File: config.mk
export PLATFORM = sky130hd
export DESIGN_NAME = skos_seq
export DESIGN_NICKNAME = d
export VERILOG_FILES = /design/src/rtl/skos_pkg.sv /design/src/rtl/skos_seq.sv
export SDC_FILE = /design/constraint.sdc
export NUM_CORES = 1
export LEC_CHECK = 0
export BUFFER_PORTS_ARGS = -buffer_cell sky130_fd_sc_hd__buf_2
export CAP_MARGIN = 5
export CORE_MARGIN = 3
export CORE_UTILIZATION = 41
export DETAILED_ROUTE_END_ITERATION = 10
export GPL_TIMING_DRIVEN = 0
export PLACE_DENSITY = 0.73
export SYNTH_ARGS = -nofsm -noshare
export SYNTH_HDL_FRONTEND = slang
export SYNTH_SLANG_ARGS = --single-unit
File: constraint.sdc
create_clock -name clk_i -period 2.3 [get_ports clk_i]
set_input_delay 0.46 -clock clk_i [delete_from_list [all_inputs] [get_ports clk_i]]
set_output_delay 0.46 -clock clk_i [all_outputs]
set_load 0.01 [all_outputs]
File: src/rtl/skos_pkg.sv
// Shared types and constants for the sorted-key outward search block.
// Holds the transaction structs, item kind codes and the microcode word format.
// No dependencies.
`timescale 1ns / 1ps
`default_nettype none

package skos_pkg;

  // Default sizing
  localparam int DEPTH_DEF    = 1024;
  localparam int KEY_BITS_DEF = 32;

  // Fixed field widths
  localparam int KIND_W = 3;
  localparam int IDX_W  = 10;
  localparam int VAL_W  = 32;
  localparam int ID_W   = 32;
  localparam int CNT_W  = 11;
  // Distances are at most 33 bits signed and the bound 32 bits signed
  localparam int CMP_W  = 33;

  // Item kinds
  localparam logic [KIND_W-1:0] KIND_LOAD  = 3'd0;
  localparam logic [KIND_W-1:0] KIND_START = 3'd1;
  localparam logic [KIND_W-1:0] KIND_NEAR  = 3'd2;
  localparam logic [KIND_W-1:0] KIND_LEFT  = 3'd3;
  localparam logic [KIND_W-1:0] KIND_RIGHT = 3'd4;

  typedef struct packed {
    logic [KIND_W-1:0]       kind;
    logic [IDX_W-1:0]        index;
    logic signed [VAL_W-1:0] value;
    logic [ID_W-1:0]         entry_tag;
  } in_item_t;

  typedef struct packed {
    logic            found;
    logic [ID_W-1:0] point_id_out;
    logic            from_left;
  } out_item_t;

  // Microcode step addresses
  localparam int PC_W = 5;
  localparam logic [PC_W-1:0] S_IDLE   = 5'd0;
  localparam logic [PC_W-1:0] S_LOAD   = 5'd1;
  localparam logic [PC_W-1:0] S_INIT   = 5'd2;
  localparam logic [PC_W-1:0] S_PROBE  = 5'd3;
  localparam logic [PC_W-1:0] S_BISECT = 5'd4;
  localparam logic [PC_W-1:0] S_SETCUR = 5'd5;
  localparam logic [PC_W-1:0] S_NRD_L  = 5'd6;
  localparam logic [PC_W-1:0] S_NRD_R  = 5'd7;
  localparam logic [PC_W-1:0] S_NCAP_R = 5'd8;
  localparam logic [PC_W-1:0] S_NEMIT  = 5'd9;
  localparam logic [PC_W-1:0] S_LRD    = 5'd10;
  localparam logic [PC_W-1:0] S_LCAP   = 5'd11;
  localparam logic [PC_W-1:0] S_LEMIT  = 5'd12;
  localparam logic [PC_W-1:0] S_RRD    = 5'd13;
  localparam logic [PC_W-1:0] S_RCAP   = 5'd14;
  localparam logic [PC_W-1:0] S_REMIT  = 5'd15;
  localparam logic [PC_W-1:0] S_NOP    = 5'd16;

  typedef enum logic [3:0] {
    OP_NONE       = 4'd0,
    OP_WRITE      = 4'd1,
    OP_INIT       = 4'd2,
    OP_BISECT     = 4'd3,
    OP_SETCUR     = 4'd4,
    OP_CAPL       = 4'd5,
    OP_CAPR       = 4'd6,
    OP_EMIT_NEAR  = 4'd7,
    OP_EMIT_LEFT  = 4'd8,
    OP_EMIT_RIGHT = 4'd9
  } op_e;

  typedef enum logic [1:0] {
    AS_MID   = 2'd0,
    AS_LEFT  = 2'd1,
    AS_RIGHT = 2'd2
  } addr_sel_e;

  typedef enum logic [1:0] {
    J_NEXT    = 2'd0,
    J_IDLE    = 2'd1,
    J_ALWAYS  = 2'd2,
    J_IF_DONE = 2'd3
  } jump_e;

  // One control word of the program
  typedef struct packed {
    op_e             op;
    addr_sel_e       rd_sel;
    logic            rd_en;
    logic            emit;
    jump_e           jmp;
    logic [PC_W-1:0] target;
  } ctrl_t;

  // Status fed back from the datapath to the sequencer
  typedef struct packed {
    logic search_done;
    logic hold;
  } seq_cond_t;

endpackage

`default_nettype wire

File: src/rtl/skos_seq.sv
// Microcode sequencer: step counter, program table and jump logic.
// Depends on skos_pkg for the control word and step addresses.
`timescale 1ns / 1ps
`default_nettype none

module skos_seq (
  input  wire logic                          clk_i,
  input  wire logic                          rst_ni,
  input  wire logic                          start_i,
  input  wire logic [skos_pkg::KIND_W-1:0]   kind_i,
  input  wire skos_pkg::seq_cond_t           cond_i,
  output skos_pkg::ctrl_t                    ctrl_o,
  output logic                               idle_o
);
  import skos_pkg::*;

  logic [PC_W-1:0] pc_q, pc_d;

  // Build one control word
  function automatic ctrl_t mk(op_e op, addr_sel_e sel, logic rd, logic em, jump_e jmp,
                               logic [PC_W-1:0] tgt);
    ctrl_t w;
    w.op     = op;
    w.rd_sel = sel;
    w.rd_en  = rd;
    w.emit   = em;
    w.jmp    = jmp;
    w.target = tgt;
    return w;
  endfunction

  // Program table
  function automatic ctrl_t ucode(logic [PC_W-1:0] pc);
    ctrl_t w;
    w = mk(OP_NONE, AS_MID, 1'b0, 1'b0, J_IDLE, S_IDLE);
    case (pc)
      S_LOAD:   w = mk(OP_WRITE,      AS_MID,   1'b0, 1'b1, J_IDLE,    S_IDLE);
      S_INIT:   w = mk(OP_INIT,       AS_MID,   1'b0, 1'b0, J_NEXT,    S_IDLE);
      S_PROBE:  w = mk(OP_NONE,       AS_MID,   1'b1, 1'b0, J_IF_DONE, S_SETCUR);
      S_BISECT: w = mk(OP_BISECT,     AS_MID,   1'b0, 1'b0, J_ALWAYS,  S_PROBE);
      S_SETCUR: w = mk(OP_SETCUR,     AS_MID,   1'b0, 1'b1, J_IDLE,    S_IDLE);
      S_NRD_L:  w = mk(OP_NONE,       AS_LEFT,  1'b1, 1'b0, J_NEXT,    S_IDLE);
      S_NRD_R:  w = mk(OP_CAPL,       AS_RIGHT, 1'b1, 1'b0, J_NEXT,    S_IDLE);
      S_NCAP_R: w = mk(OP_CAPR,       AS_MID,   1'b0, 1'b0, J_NEXT,    S_IDLE);
      S_NEMIT:  w = mk(OP_EMIT_NEAR,  AS_MID,   1'b0, 1'b1, J_IDLE,    S_IDLE);
      S_LRD:    w = mk(OP_NONE,       AS_LEFT,  1'b1, 1'b0, J_NEXT,    S_IDLE);
      S_LCAP:   w = mk(OP_CAPL,       AS_MID,   1'b0, 1'b0, J_NEXT,    S_IDLE);
      S_LEMIT:  w = mk(OP_EMIT_LEFT,  AS_MID,   1'b0, 1'b1, J_IDLE,    S_IDLE);
      S_RRD:    w = mk(OP_NONE,       AS_RIGHT, 1'b1, 1'b0, J_NEXT,    S_IDLE);
      S_RCAP:   w = mk(OP_CAPR,       AS_MID,   1'b0, 1'b0, J_NEXT,    S_IDLE);
      S_REMIT:  w = mk(OP_EMIT_RIGHT, AS_MID,   1'b0, 1'b1, J_IDLE,    S_IDLE);
      S_NOP:    w = mk(OP_NONE,       AS_MID,   1'b0, 1'b1, J_IDLE,    S_IDLE);
      default:  w = mk(OP_NONE,       AS_MID,   1'b0, 1'b0, J_IDLE,    S_IDLE);
    endcase
    return w;
  endfunction

  // Entry step for each item kind
  function automatic logic [PC_W-1:0] dispatch(logic [KIND_W-1:0] kind);
    logic [PC_W-1:0] p;
    case (kind)
      KIND_LOAD:  p = S_LOAD;
      KIND_START: p = S_INIT;
      KIND_NEAR:  p = S_NRD_L;
      KIND_LEFT:  p = S_LRD;
      KIND_RIGHT: p = S_RRD;
      default:    p = S_NOP;
    endcase
    return p;
  endfunction

  assign ctrl_o = ucode(pc_q);
  assign idle_o = (pc_q == S_IDLE);

  // Next step: dispatch from idle, hold while the result slot is blocked, else jump
  always_comb begin
    pc_d = pc_q;
    if (pc_q == S_IDLE) begin
      if (start_i) begin
        pc_d = dispatch(kind_i);
      end
    end else if (!cond_i.hold) begin
      unique case (ctrl_o.jmp)
        J_NEXT:    pc_d = pc_q + 1'b1;
        J_IDLE:    pc_d = S_IDLE;
        J_ALWAYS:  pc_d = ctrl_o.target;
        J_IF_DONE: pc_d = cond_i.search_done ? ctrl_o.target : pc_q + 1'b1;
        default:   pc_d = S_IDLE;
      endcase
    end
  end

  always_ff @(posedge clk_i or negedge rst_ni) begin
    if (!rst_ni) begin
      pc_q <= S_IDLE;
    end else begin
      pc_q <= pc_d;
    end
  end

endmodule

`default_nettype wire

==> Flow_metrics.wiki, run 1 <==
{| class="wikitable"
! Metric !! Value
|-
| Share of synthesized area occupied by flip-flops and latches || 15.31%
|-
| Cell count after placement || 151
|-
| Cts-stage hold buffer count || 0
|-
| Slowest cell on crit path || sky130_fd_sc_hd__dfrtp_2
|-
| Top post-synthesis cells by count || 13 x sky130_fd_sc_hd__nor2_1, 9 x sky130_fd_sc_hd__nand2_1
|-
| Sw Pwr || 0.9480 mW
|-
| Placement Rows || 15
|-
| Outcome || complete, no violations
|-
| Die Footprint || 2564 um2
|-
| Endpoints failing setup || 0
|-
| Largest delay share family, worst path || flip-flops
|-
| Timing startpoint of the critical path || pc_q[1]
|-
| Share of async-settable or async-resettable flops after synthesis || 100.0%
|-
| Crit path largest cell delay || 460 ps
|-
| Floorplan die width || 50.64 um
|-
| Total of buffers placed on input and output ports || 21
|-
| Last weighted congestion value of the routability-driven placer || 0.9298
|-
| Tot GR Track Use || 17.33%
|-
| DRC viols || 0
|-
| # Max-Cap Violations || 0
|-
| Average cell area after synthesis || 7.856 um2
|-
| Total power divided by cell area || 1676 nW/um2
|-
| Global-route wire length before repair || 3477 um
|-
| Count of distinct cell types in the synthesized netlist || 44
|-
| Pin count of the biggest net entering global routing || 11
|-
| Filler instances || 177
|-
| Logic pwr share || 82.0%
|-
| Number of flip-flops under the largest register name || 5
|-
| Final Max Slew Viols || 0
|-
| Starting density of the core || 45.35%
|-
| Time the worst path needs with I/O delays and setup || 2215 ps
|-
| CTS Root Buffer Type || sky130_fd_sc_hd__clkbuf_4
|-
| Total wirelength of the detailed-routed design || 2335 um
|-
| Most flop-heavy register || pc_q
|-
| Number of synthesized register bits || 5
|-
| Synth top area share || 15.31%
|-
| I/O pin total || 24
|-
| DRT iter0 DRCs || 45
|-
| Net switching fraction of the power || 52.77%
|-
| Final core utilization || 59.51%
|-
| Overall power of the completed layout || 1.797 mW
|-
| Synth Warn # || 0
|-
| Leakage dissipation || 0.4721 nW
|-
| Worst reg2reg startpoint || pc_q[0]
|-
| Number of antenna violations at the first check in global routing || 0
|-
| Number of enable-type register cells in the synthesized netlist || 0
|-
| Router iterations before antenna repair || 4
|-
| Internal power contribution || 0.8487 mW
|-
| Final clock period utilization by the worst path || 96.29%
|-
| Top cells by area in the synthesized netlist || sky130_fd_sc_hd__dfrtp_1 15%, sky130_fd_sc_hd__ha_1 7.7%, sky130_fd_sc_hd__nor2_1 6.0%
|-
| CP Cell Sequence || inv_1 -> ha_1 -> and2b_1 -> o21ai_2 -> nand3_2 -> buf_2
|-
| TritonCTS clock tree || built
|-
| Most frequently used flop master after synthesis || sky130_fd_sc_hd__dfrtp_1
|-
| Post-detailed-route via-to-cell ratio || 5.553
|-
| Required arrival time at the worst endpoint || 1840 ps
|-
| Placeable Area || 1802 um2
|-
| Endpoint type of the worst setup path || primary output
|-
| Number of buffers added by the clock tree synthesis step || 3
|-
| Leftover overflow at the end of global routing || 0
|-
| Detail Route Antenna Nets || 0
|-
| Share of layout cells above drive strength 1 || 38.81%
|-
| Worst vdd ir || 0.0007553 V
|-
| Classification of the worst setup path || register to primary output
|-
| N_diodes || 0
|-
| Die Height || 50.64 um
|-
| Clock Tree Buf Depth || 2
|-
| Area growth syn-to-layout || 31.24%
|-
| Clock Skews || 1.913 ps
|-
| CTS HTree Levels || 1
|-
| HPWL reported at the end of detailed placement || 1665 um
|-
| Max Fclk || 451.6 MHz
|-
| CP Max Fanout || 8
|-
| Most frequent cell after synthesis || sky130_fd_sc_hd__nor2_1
|-
| Later-pin clock latency in the skew report || 240 ps
|-
| Element type at the critical path start || register
|-
| Final hold violations || 0
|-
| Min-Delay Path Class || input port to async pin
|-
| Num Clock Sinks || 5
|-
| Net total in the final layout || 148
|-
| Avg WL per Cell || 14.69 um
|-
| Crit path arrival time || 1750 ps
|-
| Combined buffer and inverter count along the critical path || 2
|-
| Number of standard cells after synthesis || 104
|-
| Clock network fraction of design power || 5.4%
|-
| Number of global-route vias before repair || 760
|-
| Post-synth design cell area || 817.0 um2
|-
| Top Registers || pc_q (5)
|-
| Count of vias placed by the detailed router || 883
|-
| CTS clock-pin slew for the worst setup and hold paths || 40 ps
|-
| Cell taking the most area after synthesis || sky130_fd_sc_hd__dfrtp_1
|-
| Post-layout instance count excluding filler cells || 159
|-
| Seq pwr share || 12.6%
|}
[cell families (layout without fill, tap and decap cells)]
family | after synthesis | after routing | synth area share, %
other | 1 | 2 | 0.4590
AOI/OAI and AO/OA | 32 | 32 | 32.93
adders and majority gates | 5 | 5 | 7.657
muxes | 3 | 3 | 3.675
and+or+nand+nor | 42 | 42 | 29.10
DFF | 5 | 5 | 15.31
buffers and inverters | 14 | 43 | 8.729
xor gates and xnor gates | 2 | 2 | 2.144
[cells in the final DEF, fill, tap and decap left out, types with 2 or more instances in the layout]
cell and count:
sky130_fd_sc_hd__dfrtp_1 2, sky130_fd_sc_hd__a211oi_1 4, sky130_fd_sc_hd__a31oi_1 3, sky130_fd_sc_hd__ha_4 2, sky130_fd_sc_hd__or3_1 2, sky130_fd_sc_hd__ha_1 2, sky130_fd_sc_hd__clkbuf_1 3, sky130_fd_sc_hd__nor3b_1 2
sky130_fd_sc_hd__dfrtp_2 3, sky130_fd_sc_hd__mux2i_1 2, sky130_fd_sc_hd__o32a_1 4, sky130_fd_sc_hd__a21oi_1 2, sky130_fd_sc_hd__and2b_1 2, sky130_fd_sc_hd__buf_2 21, sky130_fd_sc_hd__inv_1 5, sky130_fd_sc_hd__clkbuf_2 3
sky130_fd_sc_hd__nor2b_1 2, sky130_fd_sc_hd__nor2_1 13, sky130_fd_sc_hd__nand2_1 9, sky130_fd_sc_hd__o21ai_0 4, sky130_fd_sc_hd__o21ai_2 2, sky130_fd_sc_hd__buf_4 7, sky130_fd_sc_hd__nand2b_1 2, sky130_fd_sc_hd__clkbuf_4 3
sky130_fd_sc_hd__conb_1 2, sky130_fd_sc_hd__o211ai_1 2
[per-stage QoR]
step                      instance area (um2)  hold WS, ps  setup WS [ps]  setup TNS [ps]
after floorplan                         820.8        164.4          180.0               0
after global placement                  957.2        272.3         -52.69          -52.69
after detailed placement                957.2        274.7         -81.47          -81.47
after CTS                               999.7        19.97          2.691               0
after global routing                     1072        23.55         -24.24          -51.75
final                                    1072        25.06          85.41               0
[cell type report]
| cell class | count | area, um2 | share of cell area (%) |
|---|---|---|---|
| clock buffer | 4 | 26.28 | 2.450 |
| multi-input combinational | 86 | 675.6 | 63.01 |
| tap | 25 | 31.28 | 2.917 |
| inverter | 5 | 18.77 | 1.750 |
| timing repair buffer | 25 | 135.1 | 12.60 |
| sequential | 5 | 128.9 | 12.02 |
| buffer | 9 | 56.30 | 5.251 |
[power by group through the flow]
stage	clock, mW	combinational (mW)	sequential (mW)
6_report	0.0975	1.47	0.227
4_1_cts	0.102	1.32	0.215
3_5_place_dp	0	1.27	0.225
5_1_grt	0.107	1.60	0.231
3_3_place_gp	0	1.24	0.222
2_1_floorplan	0	0.949	0.197
[layer usage]
metal	wire length, um	track usage, %	share of wire, %
met1	932	23.08	40
met2	1202	27.61	51
met3	172	2.967	7.4
met4	28	6.726	1.2
met5	0	0	0
[worst register-to-register path, cell delays in order (launching register included)]
cell	delay, ps
sky130_fd_sc_hd__dfrtp_2	350
sky130_fd_sc_hd__inv_1	130
sky130_fd_sc_hd__ha_4	220
sky130_fd_sc_hd__or2_2	350
sky130_fd_sc_hd__a2111oi_4	320
sky130_fd_sc_hd__a31oi_2	90
sky130_fd_sc_hd__or4b_1	530
sky130_fd_sc_hd__o211ai_1	100
[path summary, 6_finish.rpt]
kind | to | slack (ps) | cells after the start
setup / recovery | ctrl_o[5] | 90 | 6
hold / removal | pc_q[3] | 30 | 1
setup reg to reg | pc_q[3] | 130 | 7
hold reg to reg | pc_q[1] | 690 | 2
max in group asynchronous | pc_q[0] | 2140 | 1
min in group clk_i | pc_q[3] | 520 | 3
[repair_timing]
action,CTS,global route
buffers inserted,1,3
setup endpoints to repair,12,11
resized for setup,5,11
endpoints found under the hold margin,0,0
(Power assumes the default switching activity.)
==> run 2: changes to the inputs <==
- clock period: 2.3 -> 2.4 ns (I/O delays scaled with it)
==> run 2 against run 1 <==
Compared with the run above:
- worst hold slack better by 20 ps
- flip-flop and latch count stayed put
- register-to-register slack hardly changed
- utilization is 1.6 points lower
- routed wire length is 3.6% lower
- non-clock buffer count is 1 higher
- largest cell class unchanged
==> Flow_metrics.wiki, run 2 (synthesis gave the netlist of run 1 again) <==
{| class="wikitable"
! Metric !! Value
|-
| Outcome || complete, no violations
|-
| CTS Root Buffer Type || sky130_fd_sc_hd__clkbuf_4
|-
| Worst setup slack before clock tree synthesis || 18.53 ps
|-
| Post-layout instance count excluding filler cells || 160
|-
| Placement Rows || 15
|-
| Router iterations before antenna repair || 4
|-
| DRC viols || 0
|-
| I/O pin total || 24
|-
| Final hold violations || 0
|-
| Clock Tree Buf Depth || 2
|-
| Slowest cell on crit path || sky130_fd_sc_hd__dfrtp_2
|-
| Final core utilization || 57.92%
|-
| CP Max Fanout || 6
|-
| Register-to-register path setup slack || 140 ps
|-
| Net total in the final layout || 149
|-
| Capture point of the critical path || ctrl_o[5]
|-
| Tot GR Track Use || 17.33%
|-
| Global-route wire length before repair || 3491 um
|-
| Later-pin clock latency in the skew report || 240 ps
|-
| Placeable Area || 1802 um2
|-
| Highest metal layer with signal wires || met4
|-
| Setup WS post-layout || 90.21 ps
|-
| Max Fclk || 432.9 MHz
|-
| Number of buffers added by the clock tree synthesis step || 3
|-
| Most flop-heavy register || pc_q
|-
| Length of routed met3 wiring || 136 um
|-
| Required arrival time at the worst endpoint || 1920 ps
|-
| Avg WL per Cell || 14.06 um
|-
| Starting density of the core || 45.35%
|-
| CTS HTree Levels || 1
|-
| Total of buffers placed on input and output ports || 21
|-
| Largest delay share family, worst path || simple AND/OR/NAND/NOR gates
|-
| Leakage dissipation || 0.4710 nW
|-
| TritonCTS clock tree || built
|-
| Combined buffer and inverter count along the critical path || 2
|-
| Number of antenna violations at the first check in global routing || 0
|-
| Pin count of the biggest net entering global routing || 11
|-
| Crit path largest cell delay || 400 ps
|-
| Total power divided by cell area || 1582 nW/um2
|-
| End of the worst register-to-register path || pc_q[3]
|-
| Most common cell after layout, fill and taps aside || sky130_fd_sc_hd__buf_2
|-
| Timing startpoint of the critical path || pc_q[0]
|-
| # Max-Cap Violations || 0
|-
| Die Footprint || 2564 um2
|-
| Sum of routed wire segments on met1 || 959 um
|-
| Classification of the worst setup path || register to primary output
|-
| Filler instances || 180
|-
| Share of layout cells above drive strength 1 || 36.30%
|-
| Highest-count cells in the layout ignoring fill and taps || 21 x sky130_fd_sc_hd__buf_2, 13 x sky130_fd_sc_hd__nor2_1, 9 x sky130_fd_sc_hd__nand2_1
|-
| Final clock period utilization by the worst path || 96.24%
|-
| Number of global-route vias before repair || 762
|-
| Cell depth of the worst flop-to-flop path || 8
|-
| Number of flip-flops under the largest register name || 5
|-
| Crit path arrival time || 1830 ps
|-
| Top Registers || pc_q (5)
|-
| Time the worst path needs with I/O delays and setup || 2310 ps
|-
| Routed length on met2 || 1136 um
|-
| Detail Route Antenna Nets || 0
|-
| HPWL reported at the end of detailed placement || 1665 um
|-
| CP Cell Sequence || inv_1 -> ha_2 -> or2_2 -> a21o_1 -> nand3_1 -> buf_2
|-
| Last weighted congestion value of the routability-driven placer || 0.9298
|-
| Endpoint type of the worst setup path || primary output
|-
| Num Clock Sinks || 5
|-
| Floorplan die width || 50.64 um
|-
| Die Height || 50.64 um
|-
| Final sum of negative setup slack || 0 ps
|-
| Cell count after placement || 151
|-
| Post-detailed-route via-to-cell ratio || 5.681
|-
| Clock Skews || 1.975 ps
|-
| Element type at the critical path start || register
|-
| Endpoints failing setup || 0
|-
| Total wirelength of the detailed-routed design || 2250 um
|-
| Min-Delay Path Class || input port to async pin
|-
| Area growth syn-to-layout || 27.72%
|-
| Logic depth of the worst path, buffers included || 6
|-
| RSZ-0062 raised after global routing || false
|-
| Worst vdd ir || 0.0007904 V
|-
| Count of vias placed by the detailed router || 909
|-
| CTS clock-pin slew for the worst setup and hold paths || 40 ps
|-
| Worst reg2reg startpoint || pc_q[0]
|-
| DRT iter0 DRCs || 31
|-
| N_diodes || 0
|-
| Final Instance Area || 1044 um2
|-
| Final Max Slew Viols || 0
|-
| Leftover overflow at the end of global routing || 0
|-
| Placed Instance Area || 957.2 um2
|}
==> run 2: worst min-delay path by stage <==
stage              end  slack, ps  depth (start not counted)
6_report       pc_q[3]         40                          1
5_1_grt        pc_q[4]         40                          1
4_1_cts        pc_q[3]         40                          1
3_5_place_dp   pc_q[3]        290                          1
3_3_place_gp   pc_q[4]        290                          1
2_1_floorplan  pc_q[0]        180                          0
==> run 2: power by group <==
part / total, mW / switching (mW) / internal, mW
clock: 0.0937 / 0.0310 / 0.0626
combinational: 1.34 / 0.751 / 0.584
sequential: 0.222 / 0.0881 / 0.134
==> run 2: stage by stage <==
step	hold WS (ps)	power (mW)
after floorplan	184.4	1.099
after global placement	292.3	1.405
after detailed placement	294.7	1.431
after CTS	40.01	1.550
after global routing	43.68	1.786
final	44.90	1.651
==> run 2: metal layers <==
| metal | GRT usage, % | up-vias |
|---|---|---|
| li1 | - | 444 |
| met1 | 23.26 | 429 |
| met2 | 27.39 | 32 |
| met3 | 2.967 | 4 |
| met4 | 6.726 | 0 |
| met5 | 0 | - |
==> run 2: layout make-up <==
class	count	area [um2]	share of cell area, %
Multi-Input combinational cell	86	639.4	61.27
Timing Repair Buffer	26	142.6	13.67
Sequential cell	5	128.9	12.35
Tap cell	25	31.28	2.998
Inverter	5	18.77	1.799
Buffer	9	56.30	5.396
Clock buffer	4	26.28	2.518
==> run 2: worst register-to-register path, cell delays in order (launching register included) <==
cell                       delay (ps)
sky130_fd_sc_hd__dfrtp_2          430
sky130_fd_sc_hd__inv_1            160
sky130_fd_sc_hd__ha_1             360
sky130_fd_sc_hd__nor4b_4          250
sky130_fd_sc_hd__buf_4            180
sky130_fd_sc_hd__nand2_1           70
sky130_fd_sc_hd__o21ai_2          150
sky130_fd_sc_hd__or4b_1           480
sky130_fd_sc_hd__o211ai_1         100
==> run 2: what timing repair did <==
action,CTS,global route
setup buffers,0,5
endpoints found under the setup margin,3,9
resized for setup,4,6
hold buffers,0,0
